===== config.mk =====
export PLATFORM = sky130hd
export DESIGN_NAME = study_interval_timer_with_comfort_check_top
export DESIGN_NICKNAME = d
export VERILOG_FILES = /design/src/rtl/sitc_pkg.sv /design/src/rtl/study_interval_timer_with_comfort_check_top.sv /design/src/rtl/sitc_cfg_regs.sv /design/src/rtl/sitc_classify.sv /design/src/rtl/sitc_core.sv
export SDC_FILE = /design/constraint.sdc
export NUM_CORES = 1
export LEC_CHECK = 0
export BUFFER_PORTS_ARGS = -buffer_cell sky130_fd_sc_hd__clkbuf_2
export CORE_ASPECT_RATIO = 1.1
export CORE_MARGIN = 1.5
export CORE_UTILIZATION = 55
export DETAILED_ROUTE_END_ITERATION = 16
export PLACE_DENSITY = 0.8
export SYNTH_ARGS = -nofsm -noshare
export SYNTH_HDL_FRONTEND = slang
export SYNTH_HIERARCHICAL = 1
export SYNTH_SLANG_ARGS = --single-unit

===== constraint.sdc =====
create_clock -name clk -period 3.4 [get_ports clk]
set_input_delay 0.17 -clock clk [delete_from_list [all_inputs] [get_ports clk]]
set_output_delay 0.17 -clock clk [all_outputs]
set_load 0.01 [all_outputs]

===== src/rtl/sitc_pkg.sv =====
// Shared types, codes and reset values for the study interval timer.
// Used by the register block, the classifier and the timer core.
package sitc_pkg;

	// Register indexes, taken from paddr[4:2].
	localparam logic [2:0] REG_FOCUS  = 3'd0;
	localparam logic [2:0] REG_SHORT  = 3'd1;
	localparam logic [2:0] REG_LONG   = 3'd2;
	localparam logic [2:0] REG_COLD   = 3'd3;
	localparam logic [2:0] REG_HOT    = 3'd4;
	localparam logic [2:0] REG_DRY    = 3'd5;
	localparam logic [2:0] REG_HUMID  = 3'd6;
	localparam logic [2:0] REG_PERIOD = 3'd7;

	// Register reset values.
	localparam logic [15:0] FOCUS_RESET  = 16'd1500;
	localparam logic [15:0] SHORT_RESET  = 16'd300;
	localparam logic [15:0] LONG_RESET   = 16'd900;
	localparam logic [11:0] COLD_RESET   = 12'd180;
	localparam logic [11:0] HOT_RESET    = 12'd280;
	localparam logic [9:0]  DRY_RESET    = 10'd300;
	localparam logic [9:0]  HUMID_RESET  = 10'd700;
	localparam logic [7:0]  PERIOD_RESET = 8'd5;

	// Event codes.
	localparam logic [2:0] OP_START = 3'd0;
	localparam logic [2:0] OP_MODE  = 3'd1;
	localparam logic [2:0] OP_RESET = 3'd2;
	localparam logic [2:0] OP_MUTE  = 3'd3;
	localparam logic [2:0] OP_TICK  = 3'd4;

	// Interval modes.
	localparam logic [1:0] MODE_STUDY = 2'd0;
	localparam logic [1:0] MODE_SHORT = 2'd1;
	localparam logic [1:0] MODE_LONG  = 2'd2;

	// Comfort classes.
	localparam logic [2:0] CF_ERROR = 3'd0;
	localparam logic [2:0] CF_OK    = 3'd1;
	localparam logic [2:0] CF_COLD  = 3'd2;
	localparam logic [2:0] CF_HOT   = 3'd3;
	localparam logic [2:0] CF_DRY   = 3'd4;
	localparam logic [2:0] CF_HUMID = 3'd5;

	// Buzzer commands.
	localparam logic [1:0] BZ_NONE  = 2'd0;
	localparam logic [1:0] BZ_STOP  = 2'd1;
	localparam logic [1:0] BZ_THREE = 2'd2;
	localparam logic [1:0] BZ_ONE   = 2'd3;

	typedef struct packed {
		logic [15:0]        focus_length;
		logic [15:0]        short_break_length;
		logic [15:0]        long_break_length;
		logic signed [11:0] cold_limit;
		logic signed [11:0] hot_limit;
		logic [9:0]         dry_limit;
		logic [9:0]         humid_limit;
		logic [7:0]         sample_period;
	} cfg_t;

endpackage


===== src/rtl/study_interval_timer_with_comfort_check_top.sv =====
// Channel   Dir  Width         Contents
// s_*       in   tdata 24      event operands; tuser 4 carries opcode and sample_ok
// m_*       out  tdata 32      timer status and buzzer command for each event
// APB       in   addr 5/data 32  eight configuration registers at 4*index
//
// One event is accepted in every cycle unless the result channel stalls; its result passes
// the input register, then the event logic, then the result register, and is offered there.
// Reset loads the default lengths and limits and leaves the timer idle in focus mode.
// A stalled result holds in the result register while one more event waits in the
// input register; s_tready falls only when both are full.
// Depends on sitc_pkg, sitc_cfg_regs, sitc_classify and sitc_core.
module study_interval_timer_with_comfort_check_top (
	input  logic        clk,
	input  logic        arst_n,
	input  logic        psel,
	input  logic        penable,
	input  logic        pwrite,
	input  logic [4:0]  paddr,
	input  logic [31:0] pwdata,
	output logic [31:0] prdata,
	output logic        pready,
	input  logic        s_tvalid,
	output logic        s_tready,
	input  logic [23:0] s_tdata,   // temperature[11:0], humidity[21:12], zero[23:22]
	input  logic [3:0]  s_tuser,   // opcode[2:0], sample_ok[3]
	output logic        m_tvalid,
	input  logic        m_tready,
	output logic [31:0] m_tdata    // run_state[1:0], interval_mode[3:2], seconds_left[19:4],
	                               // comfort[22:20], sound_muted[23], buzzer_command[25:24],
	                               // zero[31:26]
);

	sitc_pkg::cfg_t cfg;
	logic [1:0]     run_state;
	logic [1:0]     interval_mode;
	logic [15:0]    seconds_left;
	logic [2:0]     comfort;
	logic           sound_muted;
	logic [1:0]     buzzer_command;

	sitc_cfg_regs u_cfg (
		.clk     (clk),
		.arst_n  (arst_n),
		.psel    (psel),
		.penable (penable),
		.pwrite  (pwrite),
		.paddr   (paddr),
		.pwdata  (pwdata),
		.prdata  (prdata),
		.pready  (pready),
		.cfg     (cfg)
	);

	sitc_core u_core (
		.clk                (clk),
		.arst_n             (arst_n),
		.cfg                (cfg),
		.in_valid           (s_tvalid),
		.in_ready           (s_tready),
		.in_opcode          (s_tuser[2:0]),
		.in_sample_ok       (s_tuser[3]),
		.in_temperature     (s_tdata[11:0]),
		.in_humidity        (s_tdata[21:12]),
		.out_valid          (m_tvalid),
		.out_ready          (m_tready),
		.out_run_state      (run_state),
		.out_interval_mode  (interval_mode),
		.out_seconds_left   (seconds_left),
		.out_comfort        (comfort),
		.out_sound_muted    (sound_muted),
		.out_buzzer_command (buzzer_command)
	);

	assign m_tdata = {6'd0, buzzer_command, sound_muted, comfort, seconds_left,
	                  interval_mode, run_state};

endmodule


===== src/rtl/sitc_cfg_regs.sv =====
// Configuration register bank behind an APB-style port.
// Depends on sitc_pkg for register indexes, reset values and cfg_t.
module sitc_cfg_regs (
	input  logic               clk,
	input  logic               arst_n,
	input  logic               psel,
	input  logic               penable,
	input  logic               pwrite,
	input  logic [4:0]         paddr,
	input  logic [31:0]        pwdata,
	output logic [31:0]        prdata,
	output logic               pready,
	output sitc_pkg::cfg_t     cfg
);

	sitc_pkg::cfg_t cfg_q;
	logic           wr_en;
	logic [2:0]     idx;

	assign pready = 1'b1;
	assign wr_en  = psel && penable && pwrite;
	assign idx    = paddr[4:2];
	assign cfg    = cfg_q;

	always_ff @(posedge clk or negedge arst_n) begin
		if (!arst_n) begin
			cfg_q.focus_length       <= sitc_pkg::FOCUS_RESET;
			cfg_q.short_break_length <= sitc_pkg::SHORT_RESET;
			cfg_q.long_break_length  <= sitc_pkg::LONG_RESET;
			cfg_q.cold_limit         <= sitc_pkg::COLD_RESET;
			cfg_q.hot_limit          <= sitc_pkg::HOT_RESET;
			cfg_q.dry_limit          <= sitc_pkg::DRY_RESET;
			cfg_q.humid_limit        <= sitc_pkg::HUMID_RESET;
			cfg_q.sample_period      <= sitc_pkg::PERIOD_RESET;
		end else if (wr_en) begin
			unique case (idx)
				sitc_pkg::REG_FOCUS:  cfg_q.focus_length       <= pwdata[15:0];
				sitc_pkg::REG_SHORT:  cfg_q.short_break_length <= pwdata[15:0];
				sitc_pkg::REG_LONG:   cfg_q.long_break_length  <= pwdata[15:0];
				sitc_pkg::REG_COLD:   cfg_q.cold_limit         <= pwdata[11:0];
				sitc_pkg::REG_HOT:    cfg_q.hot_limit          <= pwdata[11:0];
				sitc_pkg::REG_DRY:    cfg_q.dry_limit          <= pwdata[9:0];
				sitc_pkg::REG_HUMID:  cfg_q.humid_limit        <= pwdata[9:0];
				sitc_pkg::REG_PERIOD: cfg_q.sample_period      <= pwdata[7:0];
				default: ;
			endcase
		end
	end

	always_comb begin
		unique case (idx)
			sitc_pkg::REG_FOCUS:  prdata = {16'd0, cfg_q.focus_length};
			sitc_pkg::REG_SHORT:  prdata = {16'd0, cfg_q.short_break_length};
			sitc_pkg::REG_LONG:   prdata = {16'd0, cfg_q.long_break_length};
			sitc_pkg::REG_COLD:   prdata = {20'd0, cfg_q.cold_limit};
			sitc_pkg::REG_HOT:    prdata = {20'd0, cfg_q.hot_limit};
			sitc_pkg::REG_DRY:    prdata = {22'd0, cfg_q.dry_limit};
			sitc_pkg::REG_HUMID:  prdata = {22'd0, cfg_q.humid_limit};
			sitc_pkg::REG_PERIOD: prdata = {24'd0, cfg_q.sample_period};
			default:              prdata = 32'd0;
		endcase
	end

endmodule


===== src/rtl/sitc_classify.sv =====
// Comfort classifier: sorts one sensor sample against the limit registers.
// Depends on sitc_pkg for the comfort codes and cfg_t.
module sitc_classify (
	input  logic               sample_ok,
	input  logic signed [11:0] temperature,
	input  logic [9:0]         humidity,
	input  sitc_pkg::cfg_t     cfg,
	output logic [2:0]         comfort
);

	// Checks are in priority order: temperature faults mask humidity faults.
	always_comb begin
		if (!sample_ok) begin
			comfort = sitc_pkg::CF_ERROR;
		end else if (temperature < $signed(cfg.cold_limit)) begin
			comfort = sitc_pkg::CF_COLD;
		end else if (temperature > $signed(cfg.hot_limit)) begin
			comfort = sitc_pkg::CF_HOT;
		end else if (humidity < cfg.dry_limit) begin
			comfort = sitc_pkg::CF_DRY;
		end else if (humidity > cfg.humid_limit) begin
			comfort = sitc_pkg::CF_HUMID;
		end else begin
			comfort = sitc_pkg::CF_OK;
		end
	end

endmodule


===== src/rtl/sitc_core.sv =====
// Timer core: input register, event logic with the timer state, result register.
// Depends on sitc_pkg and instantiates sitc_classify.
module sitc_core (
	input  logic               clk,
	input  logic               arst_n,
	input  sitc_pkg::cfg_t     cfg,
	input  logic               in_valid,
	output logic               in_ready,
	input  logic [2:0]         in_opcode,
	input  logic               in_sample_ok,
	input  logic signed [11:0] in_temperature,
	input  logic [9:0]         in_humidity,
	output logic               out_valid,
	input  logic               out_ready,
	output logic [1:0]         out_run_state,
	output logic [1:0]         out_interval_mode,
	output logic [15:0]        out_seconds_left,
	output logic [2:0]         out_comfort,
	output logic               out_sound_muted,
	output logic [1:0]         out_buzzer_command
);

	typedef enum logic [1:0] {
		PH_IDLE  = 2'd0,
		PH_RUN   = 2'd1,
		PH_PAUSE = 2'd2,
		PH_ALARM = 2'd3
	} phase_t;

	// Input register.
	logic               valid_s1;
	logic [2:0]         op_s1;
	logic               ok_s1;
	logic signed [11:0] temp_s1;
	logic [9:0]         hum_s1;

	// Result register.
	logic               valid_s2;
	phase_t             phase_s2;
	logic [1:0]         mode_s2;
	logic [15:0]        secs_s2;
	logic [2:0]         comfort_s2;
	logic               muted_s2;
	logic [1:0]         cmd_s2;

	// Timer state.
	phase_t      phase_q;
	logic [1:0]  mode_q;
	logic [15:0] cd_q;
	logic [2:0]  comfort_q;
	logic [7:0]  div_q;
	logic        muted_q;

	phase_t      phase_d;
	logic [1:0]  mode_d;
	logic [15:0] cd_d;
	logic [2:0]  comfort_d;
	logic [7:0]  div_d;
	logic        muted_d;
	logic [1:0]  cmd_d;

	logic        s2_ready;
	logic        adv;
	logic [2:0]  sample_class;
	logic [15:0] cd_dec;
	logic [7:0]  div_inc;
	logic [1:0]  mode_next;

	assign s2_ready = !valid_s2 || out_ready;
	assign adv      = valid_s1 && s2_ready;
	assign in_ready = !valid_s1 || s2_ready;

	function automatic logic [15:0] len_of(input logic [1:0] m, input sitc_pkg::cfg_t c);
		logic [15:0] len;
		case (m)
			sitc_pkg::MODE_SHORT: len = c.short_break_length;
			sitc_pkg::MODE_LONG:  len = c.long_break_length;
			default:              len = c.focus_length;
		endcase
		return len;
	endfunction

	sitc_classify u_classify (
		.sample_ok   (ok_s1),
		.temperature (temp_s1),
		.humidity    (hum_s1),
		.cfg         (cfg),
		.comfort     (sample_class)
	);

	assign cd_dec  = (cd_q != 16'd0) ? cd_q - 16'd1 : 16'd0;
	assign div_inc = div_q + 8'd1;

	// Long break wraps to focus; the unused mode code falls through to short break.
	always_comb begin
		case (mode_q)
			sitc_pkg::MODE_SHORT: mode_next = sitc_pkg::MODE_LONG;
			sitc_pkg::MODE_LONG:  mode_next = sitc_pkg::MODE_STUDY;
			default:              mode_next = sitc_pkg::MODE_SHORT;
		endcase
	end

	always_comb begin
		phase_d   = phase_q;
		mode_d    = mode_q;
		cd_d      = cd_q;
		comfort_d = comfort_q;
		div_d     = div_q;
		muted_d   = muted_q;
		cmd_d     = sitc_pkg::BZ_NONE;
		case (op_s1)
			sitc_pkg::OP_START: begin
				unique case (phase_q)
					PH_IDLE: begin
						if (cd_q == 16'd0) begin
							cd_d = len_of(mode_q, cfg);
						end
						phase_d = PH_RUN;
					end
					PH_RUN:   phase_d = PH_PAUSE;
					PH_PAUSE: phase_d = PH_RUN;
					PH_ALARM: begin
						phase_d = PH_IDLE;
						cd_d    = len_of(mode_q, cfg);
						cmd_d   = sitc_pkg::BZ_STOP;
					end
					default: ;
				endcase
			end
			sitc_pkg::OP_MODE: begin
				if (phase_q == PH_IDLE) begin
					mode_d = mode_next;
					cd_d   = len_of(mode_next, cfg);
				end
			end
			sitc_pkg::OP_RESET: begin
				phase_d = PH_IDLE;
				cd_d    = len_of(mode_q, cfg);
				cmd_d   = sitc_pkg::BZ_STOP;
			end
			sitc_pkg::OP_MUTE: muted_d = !muted_q;
			sitc_pkg::OP_TICK: begin
				if (phase_q == PH_RUN) begin
					cd_d = cd_dec;
					if (cd_dec == 16'd0) begin
						phase_d = PH_ALARM;
						cmd_d   = sitc_pkg::BZ_THREE;
					end
				end
				div_d = div_inc;
				if (div_inc >= cfg.sample_period) begin
					div_d     = 8'd0;
					comfort_d = sample_class;
					// A new fault after a good reading beeps once, but never over the alarm.
					if (comfort_q == sitc_pkg::CF_OK && sample_class != sitc_pkg::CF_OK &&
					    sample_class != sitc_pkg::CF_ERROR && phase_d != PH_ALARM) begin
						cmd_d = sitc_pkg::BZ_ONE;
					end
				end
			end
			default: ;
		endcase
	end

	always_ff @(posedge clk or negedge arst_n) begin
		if (!arst_n) begin
			valid_s1 <= 1'b0;
		end else if (in_ready) begin
			valid_s1 <= in_valid;
		end
	end

	always_ff @(posedge clk) begin
		if (in_valid && in_ready) begin
			op_s1   <= in_opcode;
			ok_s1   <= in_sample_ok;
			temp_s1 <= in_temperature;
			hum_s1  <= in_humidity;
		end
	end

	always_ff @(posedge clk or negedge arst_n) begin
		if (!arst_n) begin
			phase_q   <= PH_IDLE;
			mode_q    <= sitc_pkg::MODE_STUDY;
			cd_q      <= sitc_pkg::FOCUS_RESET;
			comfort_q <= sitc_pkg::CF_ERROR;
			div_q     <= sitc_pkg::PERIOD_RESET - 8'd1;
			muted_q   <= 1'b0;
			valid_s2  <= 1'b0;
		end else begin
			if (adv) begin
				phase_q   <= phase_d;
				mode_q    <= mode_d;
				cd_q      <= cd_d;
				comfort_q <= comfort_d;
				div_q     <= div_d;
				muted_q   <= muted_d;
			end
			if (s2_ready) begin
				valid_s2 <= valid_s1;
			end
		end
	end

	always_ff @(posedge clk) begin
		if (adv) begin
			phase_s2   <= phase_d;
			mode_s2    <= mode_d;
			secs_s2    <= cd_d;
			comfort_s2 <= comfort_d;
			muted_s2   <= muted_d;
			cmd_s2     <= cmd_d;
		end
	end

	assign out_valid          = valid_s2;
	assign out_run_state      = phase_s2;
	assign out_interval_mode  = mode_s2;
	assign out_seconds_left   = secs_s2;
	assign out_comfort        = comfort_s2;
	assign out_sound_muted    = muted_s2;
	assign out_buzzer_command = cmd_s2;

	a_three_beeps_alarm: assert property (@(posedge clk) disable iff (!arst_n)
		valid_s2 && cmd_s2 == sitc_pkg::BZ_THREE |-> phase_s2 == PH_ALARM)
		else $error("three-beep command shown without the alarm state");

	a_stop_goes_idle: assert property (@(posedge clk) disable iff (!arst_n)
		valid_s2 && cmd_s2 == sitc_pkg::BZ_STOP |-> phase_s2 == PH_IDLE)
		else $error("stop command shown outside the idle state");

	a_state_holds: assert property (@(posedge clk) disable iff (!arst_n)
		!adv |=> $stable(phase_q) && $stable(mode_q) && $stable(cd_q) && $stable(muted_q))
		else $error("timer state changed without a transfer into the result register");

	a_comfort_on_tick: assert property (@(posedge clk) disable iff (!arst_n)
		!(adv && op_s1 == sitc_pkg::OP_TICK) |=> $stable(comfort_q) && $stable(div_q))
		else $error("comfort class or divider changed on a non-tick event");

	a_result_matches_state: assert property (@(posedge clk) disable iff (!arst_n)
		adv |=> phase_s2 == phase_q && secs_s2 == cd_q && comfort_s2 == comfort_q)
		else $error("result register disagrees with the timer state");

endmodule

==> results.tsv <==
metric	value	unit
yosysTopAreaCellShare	20.0	%
slowest_stage	dfstp_2	
min_period	3.17	ns
htree_levels	4	
crit_required	3.67	ns
syn_area	11500	sq um
peakVddDrop	0.454	mV
drc	0	
dieArea	21800	sq um
die_h	155	um
ctsResizeCount	0	
cp_num_buf_inv	1	
drt_iter0_drc	1087	
vias_per_cell	6.19	
cap_viol_max_count	0	
num_io_pins	139	
layout_commonest_cell	mux2_2	
synth-seq-area-share	43.1	%
cp_cell_sequence	inv_1 > ha_1 > a211oi_1 > or3_1 > a31oi_1 > o21ai_0 > a2111oi_2 > nor2_1 > a211oi_1 > nand4_1 > o21ai_0	
insertion_delay	0.44	ns
yosysTopAreaCell	dfrtp_1	
layout_common_cells	98 x mux2_2, 94 x clkbuf_2, 92 x dfrtp_1	
finalSetupViolCount	0	
grt_use_met2	47.0	%
synth_edf_count	52	
grtUsageTotal	28.5	%
nNetsFinal	1335	
cts_root_buf	clkbuf_16	
grt_pass1_wl	48100	um
clkSlewWorstSetupHoldPaths	0.07	ns
drv_slew	0	
grt-busiest-layer	met2	
hold_depth	3	
gr-usage-met1	36.9	%
cts_setup_buffers	0	
synth_cells	1093	
clock_sinks	186	
grt_start_max_net_pins	71	
wire_per_inst	20.5	um
grt_pass1_vias	8828	
cp.arrival	3.44	ns
ctsHoldBuffers	30	
vias	9093	
rows	55	
final-hold-violation-count	0	
tns	0	ns
detail-route-antenna-nets	0	
fin_hold_ws	0.0110	ns
final_cells	1470	
yosys-top-cells-area	dfrtp_1 20%, edfxtp_1 14%, dfstp_2 9.6%	
clockBufferDepth	2	
antenna_found_initial	0	
placed_area	12100	sq um
start_util	56.0	%
place.gp.congestion	0.931	
antenna_cells	0	
p_leak	5.71	nW
ff2ff_path_depth	11	
totalWireLength	30200	um
max_stage_delay	0.56	ns
first_pass_iters	8	
crit_cells	11	
crit_path_end_kind	flop	
numCtsBuffers	17	
cp-start-kind	flop	
path_class	flop to flop	
cts_tree	yes	
status	finished, final reports clean	
synthArstFlopShare	72.0	%
fmax	315	MHz
period_share	93.3	%
worst_pin_slew	0.963	ns
die_w	141	um
fill_cells	1619	
grt_overflow	0	
dp.cells	1408	
design_area	13000	sq um
syn_to_final_growth	13.0	%
synth_ff_type	dfrtp_1	
skew	0.0101	ns
grt_setup_unrepaired	false	
synth.ff_latch_count	186	
hp-class	primary input to flop	
crit_family	compound AO/OA/AOI/OAI gates	
slew_headroom	35.8	%
io_buffers	95	
syn_area_per_cell	10.5	sq um
post-dp-hpwl	21300	um
ys_types	88	
crit_fanout	3	
power.total	0.00871	W
powerDensity	669	nW/um^2
core_area	20600	sq um
ys.warnings.count	6	
grt_util_met3	4.46	%
drive_gt1_share	27.6	%
==> worst register-to-register path, cell delays in order (launching register included) <==
cell and delay (ns):
dfstp_2 0.56, inv_1 0.05, ha_1 0.29, a211oi_1 0.08, or3_1 0.34, a31oi_1 0.38, o21ai_0 0.16, a2111oi_2 0.48
nor2_1 0.09, a211oi_1 0.19, nand4_1 0.16, o21ai_0 0.23
==> through the flow <==
stage / util [%] / setup WS [ns]
2_1_floorplan: - / 0.856
3_3_place_gp: 59.0 / 0.453
3_5_place_dp: 59.0 / 0.308
4_1_cts: 63.3 / 0.276
5_1_grt: 63.3 / 0.0402
6_report: 63.3 / 0.229
==> cell families (layout without fill, tap and decap cells) <==
family / Yosys count / after routing / share of synthesized area (%)
compound gates: 275 / 275 / 16.7
xor+xnor: 10 / 10 / 0.760
fa+ha+maj: 62 / 62 / 6.73
buf+inv: 152 / 253 / 6.32
flops: 186 / 186 / 43.1
mux: 146 / 146 / 14.4
other cells: 3 / 23 / 0.0978
simple gates: 259 / 259 / 11.8
==> registers in the layout, indices dropped and copies added (netlist names), 3 cells and up <==
register	cells
u_core/comfort_q	3
u_cfg/cfg	100
u_core/out_comfort	3
u_core/div_q	8
u_core/op_s1	3
u_core/temp_s1	12
u_core/hum_s1	10
u_core/out_seconds_left	16
u_core/cd_q	16
==> layout make-up <==
| type | instances | area, sq um | share of cell area, % |
|---|---|---|---|
| repair buffers | 154 | 996 | 7.65 |
| flip-flops and latches | 186 | 4970 | 38.2 |
| clock inverters | 12 | 104 | 0.798 |
| multi-input cells | 775 | 5900 | 45.4 |
| well taps | 256 | 320 | 2.46 |
| inverters | 67 | 256 | 1.97 |
| clock buffers | 20 | 468 | 3.60 |
==> worst paths after layout <==
check,endpoint,from,slack (ns)
setup / recovery,u_core/out_buzzer_command[0],u_cfg/cfg[47],0.23
hold / removal,u_core/out_valid,m_tready,0.01
setup reg to reg,u_core/out_buzzer_command[0],u_cfg/cfg[47],0.23
hold reg to reg,u_core/muted_q,u_core/muted_q,0.49
max in group asynchronous,u_cfg/cfg[21],arst_n,2.00
min in group asynchronous,u_core/cd_q[11],arst_n,0.42
==> Yosys cell counts, types with 9 or more instances <==
library cell and count:
mux2_2 98, dfrtp_1 92, nand2_1 89, o21ai_0 75
inv_1 65, ha_1 62, edfxtp_1 52, nor2_1 49
dfstp_2 42, mux2i_1 36, clkbuf_1 34, a21oi_1 29
buf_4 28, a22oi_1 26, nand3_1 19, nand2b_1 18
a211oi_1 15, a221o_1 15, o22ai_1 15, buf_2 14
a21o_1 13, mux2_4 10, o2bb2ai_1 10, nand4_1 9
nor3_1 9
==> power breakdown <==
part	internal, W	total [W]	switching, W
combinational	0.00140	0.00334	0.00194
sequential	0.00289	0.00343	0.000536
clock	0.00102	0.00194	0.000922
total	0.00532	0.00871	0.00340
==> routing by layer <==
metal / part of all wire, % / up-vias
met5: 0 / -
met4: 4.1 / 0
met3: 5.8 / 74
met2: 48 / 388
met1: 42 / 4416
li1: - / 4215
(Power assumes the default switching activity.)
